[src/rtl/core/aqcr_pkg.sv]
// ----------------------------------------------------------------------------
// aqcr_pkg: shared types and constants of the quarter circle row rasterizer
// Widths of the radius, of the fixed point square root and the sideband
// record that travels with each row through the root pipeline.
// ----------------------------------------------------------------------------
package aqcr_pkg;

   // radius and row width in bits
   localparam int RADIUS_BITS = 10;
   // fraction bits of the root
   localparam int FRAC_BITS   = 16;
   // width of the fixed point root, one pipeline stage per bit
   localparam int ROOT_W      = RADIUS_BITS + FRAC_BITS;
   // width of r*r - y*y
   localparam int DIFF_W      = 2 * RADIUS_BITS;
   // width of the partial remainder
   localparam int REM_W       = ROOT_W + 2;
   // width of the center coordinates and of the result coordinates
   localparam int CENTER_W    = 16;
   localparam int COORD_W     = 17;

   // row fields that ride along with the root computation
   typedef struct packed {
      logic [RADIUS_BITS-1:0]    row;
      logic signed [CENTER_W-1:0] center_x;
      logic signed [CENTER_W-1:0] center_y;
      logic                      x_neg;
      logic                      y_neg;
      logic                      beyond;   // row lies past the radius
   } aqcr_side_type;

endpackage

[src/rtl/core/aqcr_isqrt_pipe.sv]
// ----------------------------------------------------------------------------
// aqcr_isqrt_pipe: pipelined fixed point square root
// Computes floor(sqrt(d << 2*FRAC_BITS)) one root bit per register stage,
// restoring digit by digit. A new beat may enter every cycle.
// ----------------------------------------------------------------------------
module aqcr_isqrt_pipe (
   input  logic                                clock,
   input  logic                                reset,
   input  logic                                in_valid,
   input  logic [aqcr_pkg::DIFF_W-1:0]         in_diff,
   input  aqcr_pkg::aqcr_side_type             in_side,
   output logic                                out_valid,
   output logic [aqcr_pkg::ROOT_W-1:0]         out_root,
   output aqcr_pkg::aqcr_side_type             out_side
);

   localparam int W  = aqcr_pkg::ROOT_W;
   localparam int RW = aqcr_pkg::REM_W;
   localparam int DW = aqcr_pkg::DIFF_W;
   localparam int FB = aqcr_pkg::FRAC_BITS;
   // last stage that still reads radicand bits
   localparam int DL = W - 1 - FB;

   // stage registers; index k holds a beat after k root bits
   logic                    valid_ff [1:W];
   logic [RW-1:0]           rem_ff   [1:W];
   logic [W-1:0]            root_ff  [1:W];
   logic [DW-1:0]           diff_ff  [1:DL];
   aqcr_pkg::aqcr_side_type side_ff  [1:W];

   genvar i;
   generate
      for (i = 0; i < W; i++) begin : g_stage
         localparam int P = W - 1 - i;   // radicand bit pair consumed here
         logic                    valid_cur;
         logic [RW-1:0]           rem_cur;
         logic [W-1:0]            root_cur;
         aqcr_pkg::aqcr_side_type side_cur;
         logic [1:0]              pair;
         logic [RW+1:0]           rem_sh;
         logic [RW+1:0]           trial;
         logic                    take;
         logic [RW+1:0]           rem_sub;
         logic [RW-1:0]           rem_in;
         logic [W-1:0]            root_in;

         // select the stage inputs; the first stage starts from zero
         if (i == 0) begin : g_first
            assign valid_cur = in_valid;
            assign rem_cur   = '0;
            assign root_cur  = '0;
            assign side_cur  = in_side;
         end else begin : g_next
            assign valid_cur = valid_ff[i];
            assign rem_cur   = rem_ff[i];
            assign root_cur  = root_ff[i];
            assign side_cur  = side_ff[i];
         end

         // pick the next two radicand bits; the low 2*FRAC_BITS are zero
         if (P >= FB) begin : g_data
            if (i == 0) begin : g_first
               assign pair = in_diff[2*(P-FB)+1 -: 2];
            end else begin : g_next
               assign pair = diff_ff[i][2*(P-FB)+1 -: 2];
            end
         end else begin : g_zero
            assign pair = 2'b00;
         end

         // carry the radicand while later stages still read it
         if (P > FB) begin : g_carry
            if (i == 0) begin : g_first
               always_ff @(posedge clock) begin
                  diff_ff[i+1] <= in_diff;
               end
            end else begin : g_next
               always_ff @(posedge clock) begin
                  diff_ff[i+1] <= diff_ff[i];
               end
            end
         end

         // try to set the next root bit
         always_comb begin
            rem_sh  = {rem_cur, pair};
            trial   = {2'b00, root_cur, 2'b01};
            take    = (rem_sh >= trial);
            rem_sub = take ? (rem_sh - trial) : rem_sh;
            rem_in  = rem_sub[RW-1:0];
            root_in = {root_cur[W-2:0], take};
         end

         // advance the valid bit
         always_ff @(posedge clock) begin
            if (reset) begin
               valid_ff[i+1] <= 1'b0;
            end else begin
               valid_ff[i+1] <= valid_cur;
            end
         end

         // advance the payload
         always_ff @(posedge clock) begin
            rem_ff[i+1]  <= rem_in;
            root_ff[i+1] <= root_in;
            side_ff[i+1] <= side_cur;
         end
      end
   endgenerate

   assign out_valid = valid_ff[W];
   assign out_root  = root_ff[W];
   assign out_side  = side_ff[W];

endmodule

[src/rtl/core/aa_quarter_circle_row_rasterizer_unit.sv]
// ----------------------------------------------------------------------------
// aa_quarter_circle_row_rasterizer_unit: antialiased quarter circle rows
// The path from start to rsp_strobe runs through the input register, the
// r*r - y*y register, one stage per root bit and then the output register.
// Throughput: one row per cycle; busy stays low, the root pipeline takes a
// beat every cycle. Synchronous reset clears all valid bits and the strobe;
// payload registers are not reset.
// ----------------------------------------------------------------------------
module aa_quarter_circle_row_rasterizer_unit (
   input  logic                                    clock,
   input  logic                                    reset,
   input  logic                                    start,
   output logic                                    busy,
   input  logic [aqcr_pkg::RADIUS_BITS-1:0]        req_radius,
   input  logic [aqcr_pkg::RADIUS_BITS-1:0]        req_row,
   input  logic signed [aqcr_pkg::CENTER_W-1:0]    req_center_x,
   input  logic signed [aqcr_pkg::CENTER_W-1:0]    req_center_y,
   input  logic                                    req_x_neg,
   input  logic                                    req_y_neg,
   output logic                                    rsp_strobe,
   output logic                                    rsp_draw,
   output logic signed [aqcr_pkg::COORD_W-1:0]     rsp_row_coord,
   output logic signed [aqcr_pkg::COORD_W-1:0]     rsp_col_coord,
   output logic signed [aqcr_pkg::COORD_W-1:0]     rsp_span_x_end,
   output logic signed [aqcr_pkg::COORD_W-1:0]     rsp_span_y_end,
   output logic signed [aqcr_pkg::COORD_W-1:0]     rsp_edge_x,
   output logic signed [aqcr_pkg::COORD_W-1:0]     rsp_edge_y,
   output logic [7:0]                              rsp_alpha
);

   localparam int RB = aqcr_pkg::RADIUS_BITS;
   localparam int FB = aqcr_pkg::FRAC_BITS;
   localparam int W  = aqcr_pkg::ROOT_W;
   localparam int DW = aqcr_pkg::DIFF_W;
   localparam int CW = aqcr_pkg::COORD_W;
   localparam int NW = aqcr_pkg::CENTER_W;

   // center plus or minus a magnitude, wrapped to the coordinate width
   function automatic logic [CW-1:0] coord_of(input logic signed [NW-1:0] base,
                                               input logic neg,
                                               input logic [RB:0] mag);
      logic [CW-1:0] b;
      logic [CW-1:0] m;
      b = {{(CW-NW){base[NW-1]}}, base};
      m = {{(CW-RB-1){1'b0}}, mag};
      return neg ? (b - m) : (b + m);
   endfunction

   logic accept;

   // input register
   logic                    in_valid_ff;
   logic [RB-1:0]           in_radius_ff;
   aqcr_pkg::aqcr_side_type in_side_ff;

   // square root entry
   logic                    sq_valid_ff;
   logic [DW-1:0]           sq_diff_ff;
   aqcr_pkg::aqcr_side_type sq_side_ff;
   logic [DW-1:0]           sq_diff_in;
   aqcr_pkg::aqcr_side_type sq_side_in;
   logic [RB-1:0]           gap;
   logic [RB:0]             sum;
   logic [DW-1:0]           prod;

   // root pipeline result
   logic                    rt_valid;
   logic [W-1:0]            rt_root;
   aqcr_pkg::aqcr_side_type rt_side;

   // final stage
   logic [RB-1:0]           fl;
   logic [FB-1:0]           frac;
   logic [RB:0]             fl_ext;
   logic [RB:0]             fl_inc;
   logic [RB:0]             row_ext;
   logic [FB+7:0]           scaled;
   logic                    draw_in;

   logic                    strobe_ff;
   logic                    draw_ff;
   logic [CW-1:0]           row_coord_ff, row_coord_in;
   logic [CW-1:0]           col_coord_ff, col_coord_in;
   logic [CW-1:0]           span_x_ff, span_x_in;
   logic [CW-1:0]           span_y_ff, span_y_in;
   logic [CW-1:0]           edge_x_ff, edge_x_in;
   logic [CW-1:0]           edge_y_ff, edge_y_in;
   logic [7:0]              alpha_ff, alpha_in;

   // the pipeline never stalls
   assign busy   = 1'b0;
   assign accept = start && !busy;

   // capture the request beat
   always_ff @(posedge clock) begin
      if (reset) begin
         in_valid_ff <= 1'b0;
      end else begin
         in_valid_ff <= accept;
      end
   end

   always_ff @(posedge clock) begin
      in_radius_ff        <= req_radius;
      in_side_ff.row      <= req_row;
      in_side_ff.center_x <= req_center_x;
      in_side_ff.center_y <= req_center_y;
      in_side_ff.x_neg    <= req_x_neg;
      in_side_ff.y_neg    <= req_y_neg;
      in_side_ff.beyond   <= (req_row > req_radius);
   end

   // form r*r - y*y as (r - y) * (r + y); zero when the row is past the radius
   always_comb begin
      gap        = in_radius_ff - in_side_ff.row;
      sum        = {1'b0, in_radius_ff} + {1'b0, in_side_ff.row};
      prod       = {{RB{1'b0}}, gap} * {{(RB-1){1'b0}}, sum};
      sq_diff_in = in_side_ff.beyond ? '0 : prod;
      sq_side_in = in_side_ff;
   end

   always_ff @(posedge clock) begin
      if (reset) begin
         sq_valid_ff <= 1'b0;
      end else begin
         sq_valid_ff <= in_valid_ff;
      end
   end

   always_ff @(posedge clock) begin
      sq_diff_ff <= sq_diff_in;
      sq_side_ff <= sq_side_in;
   end

   aqcr_isqrt_pipe u_isqrt (
      .clock     (clock),
      .reset     (reset),
      .in_valid  (sq_valid_ff),
      .in_diff   (sq_diff_ff),
      .in_side   (sq_side_ff),
      .out_valid (rt_valid),
      .out_root  (rt_root),
      .out_side  (rt_side)
   );

   // split the root, test for the end of the arc, place the spans
   always_comb begin
      fl       = rt_root[W-1:FB];
      frac     = rt_root[FB-1:0];
      fl_ext   = {1'b0, fl};
      fl_inc   = fl_ext + {{RB{1'b0}}, 1'b1};
      row_ext  = {1'b0, rt_side.row};
      scaled   = {frac, 8'd0} - {8'd0, frac};
      draw_in  = !rt_side.beyond && !((fl_ext + (RB+1)'(2)) < row_ext);
      row_coord_in = '0;
      col_coord_in = '0;
      span_x_in    = '0;
      span_y_in    = '0;
      edge_x_in    = '0;
      edge_y_in    = '0;
      alpha_in     = '0;
      if (draw_in) begin
         row_coord_in = coord_of(rt_side.center_y, rt_side.y_neg, row_ext);
         col_coord_in = coord_of(rt_side.center_x, rt_side.x_neg, row_ext);
         span_x_in    = coord_of(rt_side.center_x, rt_side.x_neg, fl_ext);
         span_y_in    = coord_of(rt_side.center_y, rt_side.y_neg, fl_ext);
         edge_x_in    = coord_of(rt_side.center_x, rt_side.x_neg, fl_inc);
         edge_y_in    = coord_of(rt_side.center_y, rt_side.y_neg, fl_inc);
         alpha_in     = scaled[FB+7:FB];
      end
   end

   // drive the result beat
   always_ff @(posedge clock) begin
      if (reset) begin
         strobe_ff <= 1'b0;
      end else begin
         strobe_ff <= rt_valid;
      end
   end

   always_ff @(posedge clock) begin
      draw_ff      <= draw_in;
      row_coord_ff <= row_coord_in;
      col_coord_ff <= col_coord_in;
      span_x_ff    <= span_x_in;
      span_y_ff    <= span_y_in;
      edge_x_ff    <= edge_x_in;
      edge_y_ff    <= edge_y_in;
      alpha_ff     <= alpha_in;
   end

   assign rsp_strobe     = strobe_ff;
   assign rsp_draw       = draw_ff;
   assign rsp_row_coord  = row_coord_ff;
   assign rsp_col_coord  = col_coord_ff;
   assign rsp_span_x_end = span_x_ff;
   assign rsp_span_y_end = span_y_ff;
   assign rsp_edge_x     = edge_x_ff;
   assign rsp_edge_y     = edge_y_ff;
   assign rsp_alpha      = alpha_ff;

`ifndef SYNTHESIS
   // a row that ends the arc carries no coordinates
   a_end_is_zero: assert property (@(posedge clock) disable iff (reset)
      (rsp_strobe && !rsp_draw) |-> (rsp_row_coord == '0 && rsp_col_coord == '0 &&
         rsp_span_x_end == '0 && rsp_span_y_end == '0 && rsp_edge_x == '0 &&
         rsp_edge_y == '0 && rsp_alpha == '0))
      else $error("terminating row carries nonzero fields");

   // the edge column sits one pixel beyond the horizontal span end
   a_edge_x_next: assert property (@(posedge clock) disable iff (reset)
      (rsp_strobe && rsp_draw) |-> ((rsp_edge_x - rsp_span_x_end) == 17'sd1 ||
         (rsp_span_x_end - rsp_edge_x) == 17'sd1))
      else $error("edge column not adjacent to span end");

   // the mirrored edge row sits one pixel beyond the vertical span end
   a_edge_y_next: assert property (@(posedge clock) disable iff (reset)
      (rsp_strobe && rsp_draw) |-> ((rsp_edge_y - rsp_span_y_end) == 17'sd1 ||
         (rsp_span_y_end - rsp_edge_y) == 17'sd1))
      else $error("edge row not adjacent to span end");
`endif

endmodule
[config.mk]
export PLATFORM = sky130hd
export DESIGN_NAME = aa_quarter_circle_row_rasterizer_unit
export DESIGN_NICKNAME = d
export VERILOG_FILES = /design/src/rtl/core/aqcr_pkg.sv /design/src/rtl/core/aqcr_isqrt_pipe.sv /design/src/rtl/core/aa_quarter_circle_row_rasterizer_unit.sv
export SDC_FILE = /design/constraint.sdc
export NUM_CORES = 2
export LEC_CHECK = 0
export BUFFER_PORTS_ARGS = -buffer_cell sky130_fd_sc_hd__buf_2
export CAP_MARGIN = 20
export CORE_UTILIZATION = 50
export DETAILED_ROUTE_END_ITERATION = 10
export GPL_TIMING_DRIVEN = 0
export PLACE_DENSITY = 0.73
export SYNTH_ARGS = -nofsm -noshare
export SYNTH_HDL_FRONTEND = slang
export SYNTH_SLANG_ARGS = --single-unit
[constraint.sdc]
create_clock -name clock -period 9.5 [get_ports clock]
set_input_delay 0.95 -clock clock [delete_from_list [all_inputs] [get_ports clock]]
set_output_delay 0.95 -clock clock [all_outputs]
set_load 0.05 [all_outputs]
==> results.txt <==
* Number of enable-type register cells in the synthesized netlist: 0
- Logic depth of the worst path, buffers included: 27
- Entering global routing, the biggest net connects 23 pins.
- Worst Path Required: 10.15 ns
- Hold-fix buffers at CTS: 0
* Number of antenna violations at the first check in global routing: 4
- The number of buffers and inverters on the critical path is 5.
- Type of element launching the critical path: flip-flop
- Yosys top cell by area: dfxtp_1
* Wire length after detailed routing: 168 mm
* Number of warning messages in the yosys log: 0
- Overall via count from detail_route: 53000
* Critical setup path kind: flip-flop to flip-flop
- In the final routed layout, each cell accounts on average for 15.8 µm.
* Clock transition at path regs: 0.06 ns
- Critical register-to-register path endpoint: sq_diff_ff[17]$_SDFF_PP0_
- FF-to-FF Start: in_side_ff[37]$_DFF_P_
- TritonCTS Buffers: 234
- Post-synthesis async set-or-reset flop share: 0
- The clock net in this run drives a total of 2518 sinks.
* Crit path max-delay family: adder cells
* Final core utilization: 0.578
* RSZ-0062 raised after global routing: no
- Number of placed instances, taps included: 10200
- The worst setup path is captured at a flip-flop.
* Syn_area_per_cell: 11.0 µm²
- Commonest register cell after synthesis: dfxtp_1
* Setup violation total in the final timing report: 0
* Post-route non-filler standard cell count: 10600
- For this configuration, the core starts out at a cell density of 0.505.
- Among the stages of the critical path, the cell type that occurs most often is fa_1.
- Cell types with the largest area share after synthesis: dfxtp_1, ha_1, xnor2_1
- Placement Cell Area: 89300 µm²
- In this run the horizontal extent of the chip is 416 µm.
- CP peak stage delay: 0.84 ns
* Upper clock frequency limit: 0.118 GHz
* Synth top area share: 0.589
* Final hold violations: 0
- The path class of the tightest hold or removal check is input pin to flip-flop.
* Final standard cell area without fillers: 98000 µm²
- Pin placement for this block handled 170 I/O pins.
* Area of the die: 173000 µm²
* Area Growth Syn to Fin: 14.4%
- At the worst endpoint, the arrival time is 9.15 ns.
- The cell area that synthesis handed to floorplanning was 85600 µm².
* Footprint of the flip-flops and latches: 50400 µm²
* Via count of the first global-routing pass: 54500
* Number of routed nets with antenna violations: 0
- In this run the number of H-tree levels came out at 4.
- Fill cells in the final layout number 13900.
- For this run, design rule violations remaining after detail routing come to 0.
- Area of combinational cells with multiple inputs: 32300 µm²
- Counting distinct cell types in the post-synthesis netlist gives 88.
* Final worst-path cycle share: 0.895
- For hold timing, the worst endpoint is in_side_ff[13]$_DFF_P_.
* Wire length of the first global-routing pass: 271 mm
- Start point of the worst hold path: req_center_y[10]
* Master cell of the clock root buffer: clkbuf_16
- Leftover overflow at the end of global routing: 0
- Cell depth of the worst flop-to-flop path: 27
* Leakage: 44.6 nW
* Core Footprint: 170000 µm²
* Number of resized instances in the post-cts repair step: 0
- HPWL Detailed: 125 mm
- For this run, the post-layout net count is 8918.
- Worst-Margin Slew: 1.16 ns
* Max-slew headroom: 0.225
- Height of the chip: 416 µm
- Hold Worst Slack: 0.146 ns
* Worst hold path cell count: 1
- For this design the ratio of total power to cell area is 340 nW/µm².
- Clock period minus final worst setup slack: 8.50 ns
- Critical path's slowest cell: xor2_1
- Of the cells placed in the final design, the portion with a size suffix greater than 1 is 0.0888.
- RePlAce Congestion: 0.929
- Total negative slack for setup checks: 0 ns
* Maximum resistive drop on vdd: 0.000838 V
- After the first detailed-routing iteration, the DRC count stood at 2411.
- Between clock sinks in the finished design, the worst skew comes to 0.102 ns.
- The pre-antenna-repair detailed-routing pass consisted of 5 iterations.
* Fraction of the yosys area taken by sequential cells: 0.589
- In this run the tool buffered the top-level ports with 167 buffer cells.
* Overall track demand over capacity in global routing: 0.194
- The flow ran to the end, and the final reports show no timing, DRC or antenna violations.
* Max Buffers Root-to-Sink: 3
- Reg-to-reg slack, setup: 1.0 ns
* Worst setup path startpoint: in_side_ff[37]$_DFF_P_
* CTS tree: built
* Routed vias/inst: 4.98
* Cell count after synthesis: 7812
* #FFs+latches synth: 2518
* Critical-path maximum fanout: 10
- Row generation in the floorplan step produced 151 rows.
- After clock tree synthesis, the setup repair step added 0 buffers.
- Max-cap violations in this run came to 0.
- At the later pin of the worst-skew pair, clock insertion delay measures 0.91 ns.
- The number of max-slew violations in the final report was 0.
[through the flow]
stage / setup slack (ns) / power (W)
global route: 0.468 / 0.0354
floorplan: 2.64 / 0.0205
finish: 0.997 / 0.0334
detailed placement: 1.00 / 0.0235
global placement: 1.03 / 0.0233
CTS: 0.946 / 0.0338
[report_power, final]
group	internal (W)	switching [W]	leakage (nW)
Combinational	0.00379	0.00585	19.4
Sequential	0.0125	0.00114	21.0
Clock	0.00602	0.00407	4.22
[per-layer routing]
| layer | GRT usage | vias to the layer above | part of all wire |
|---|---|---|---|
| met4 | 0.0929 | 0 | 0.045 |
| met2 | 0.369 | 930 | 0.52 |
| li1 | - | 26900 | - |
| met3 | 0.0299 | 377 | 0.035 |
| met5 | 0 | - | 0 |
| met1 | 0.207 | 24800 | 0.40 |
[worst max-delay path by stage]
stage                           endpoint  slack [ns]
2_1_floorplan  sq_diff_ff[17]$_SDFF_PP0_        2.64
4_1_cts        sq_diff_ff[17]$_SDFF_PP0_        0.95
6_report       sq_diff_ff[17]$_SDFF_PP0_         1.0
5_1_grt        sq_diff_ff[17]$_SDFF_PP0_        0.47
3_3_place_gp   sq_diff_ff[17]$_SDFF_PP0_        1.03
3_5_place_dp   sq_diff_ff[17]$_SDFF_PP0_        1.00
[cell usage after synthesis (all sizes together), types with 38 or more instances]
| library cell | instances |
|---|---|
| fa | 92 |
| nor2b | 98 |
| o31ai | 38 |
| or3 | 70 |
| nand2b | 105 |
| mux2 | 59 |
| ha | 548 |
| xnor2 | 380 |
| o21a | 80 |
| inv | 651 |
| o21ai | 323 |
| or2 | 51 |
| nand3 | 110 |
| nand2 | 423 |
| clkbuf | 102 |
| a211oi | 44 |
| and2 | 38 |
| a21o | 102 |
| nor3 | 176 |
| dfxtp | 2518 |
| a21oi | 393 |
| nor4 | 87 |
| xor2 | 309 |
| o21bai | 65 |
| nor2 | 577 |
| and3 | 39 |
[state kept, by name, summed over array words and instances, names as in the netlist, 8 cells and up]
signal and flops:
rsp_edge_y 17, sq_side_ff 45, rsp_col_coord 17, u_isqrt.diff_ff 90
rsp_alpha 8, rsp_row_coord 17, in_radius_ff 10, in_side_ff 45
rsp_edge_x 17, u_isqrt.root_ff 336, sq_diff_ff 20, u_isqrt.valid_ff 26
u_isqrt.rem_ff 662, u_isqrt.side_ff 1170, rsp_span_x_end 17, rsp_span_y_end 17
[cells in the final DEF (no fill, tap or decap), types with 15 or more instances in the layout]
cell / synthesis / layout
clkbuf_1: 102 / 125
nand2b_1: 105 / 105
ha_1: 548 / 548
clkinvlp_4: 0 / 19
a21o_1: 102 / 102
or4_1: 34 / 34
bufinv_16: 0 / 40
o31ai_1: 38 / 38
buf_2: 9 / 178
nand2_1: 423 / 423
clkinv_2: 0 / 47
clkbuf_16: 0 / 234
a21boi_0: 17 / 17
or2_2: 51 / 51
fa_1: 92 / 92
nand3_1: 109 / 109
o211ai_1: 23 / 23
dfxtp_1: 2518 / 2518
or3_1: 67 / 67
o21ai_0: 319 / 319
a21oi_1: 393 / 393
nor3_1: 173 / 173
nor4_1: 86 / 86
inv_1: 648 / 648
xor2_1: 309 / 309
clkbuf_8: 0 / 45
nand3b_1: 15 / 15
nor2b_1: 98 / 98
o21a_1: 80 / 80
mux2_2: 58 / 58
nor2_1: 577 / 577
a31oi_1: 26 / 26
a211oi_1: 44 / 44
xnor2_1: 379 / 379
nand4_1: 29 / 29
and3_1: 39 / 39
and2_1: 38 / 38
o21bai_1: 65 / 65
[cell families (layout without fill, tap and decap cells)]
family                   Yosys count  after routing  share of synthesized area
multiplexers                      66             66                    0.00858
buffers and inverters            773           1385                     0.0341
AND/OR/NAND/NOR                 1900           1900                      0.108
XOR/XNOR                         689            689                     0.0706
adder cells (fa/ha/maj)          640            640                      0.102
flip-flops                      2518           2518                      0.589
AO/OA/AOI/OAI                   1225           1225                     0.0881
other                              1              4                  0.0000438
[area by class of cell]
| type | count | area share |
|---|---|---|
| Sequential cell | 2518 | 0.514 |
| Multi-Input combinational cell | 4522 | 0.330 |
| Clock buffer | 302 | 0.0669 |
| Tap cell | 2218 | 0.0283 |
| Inverter | 651 | 0.0249 |
| Clock inverter | 138 | 0.0219 |
| Timing Repair Buffer | 172 | 0.00882 |
| Buffer | 122 | 0.00490 |
| Antenna cell | 2 | 0.0000511 |
Note: power is estimated with default switching activity, not from simulation.
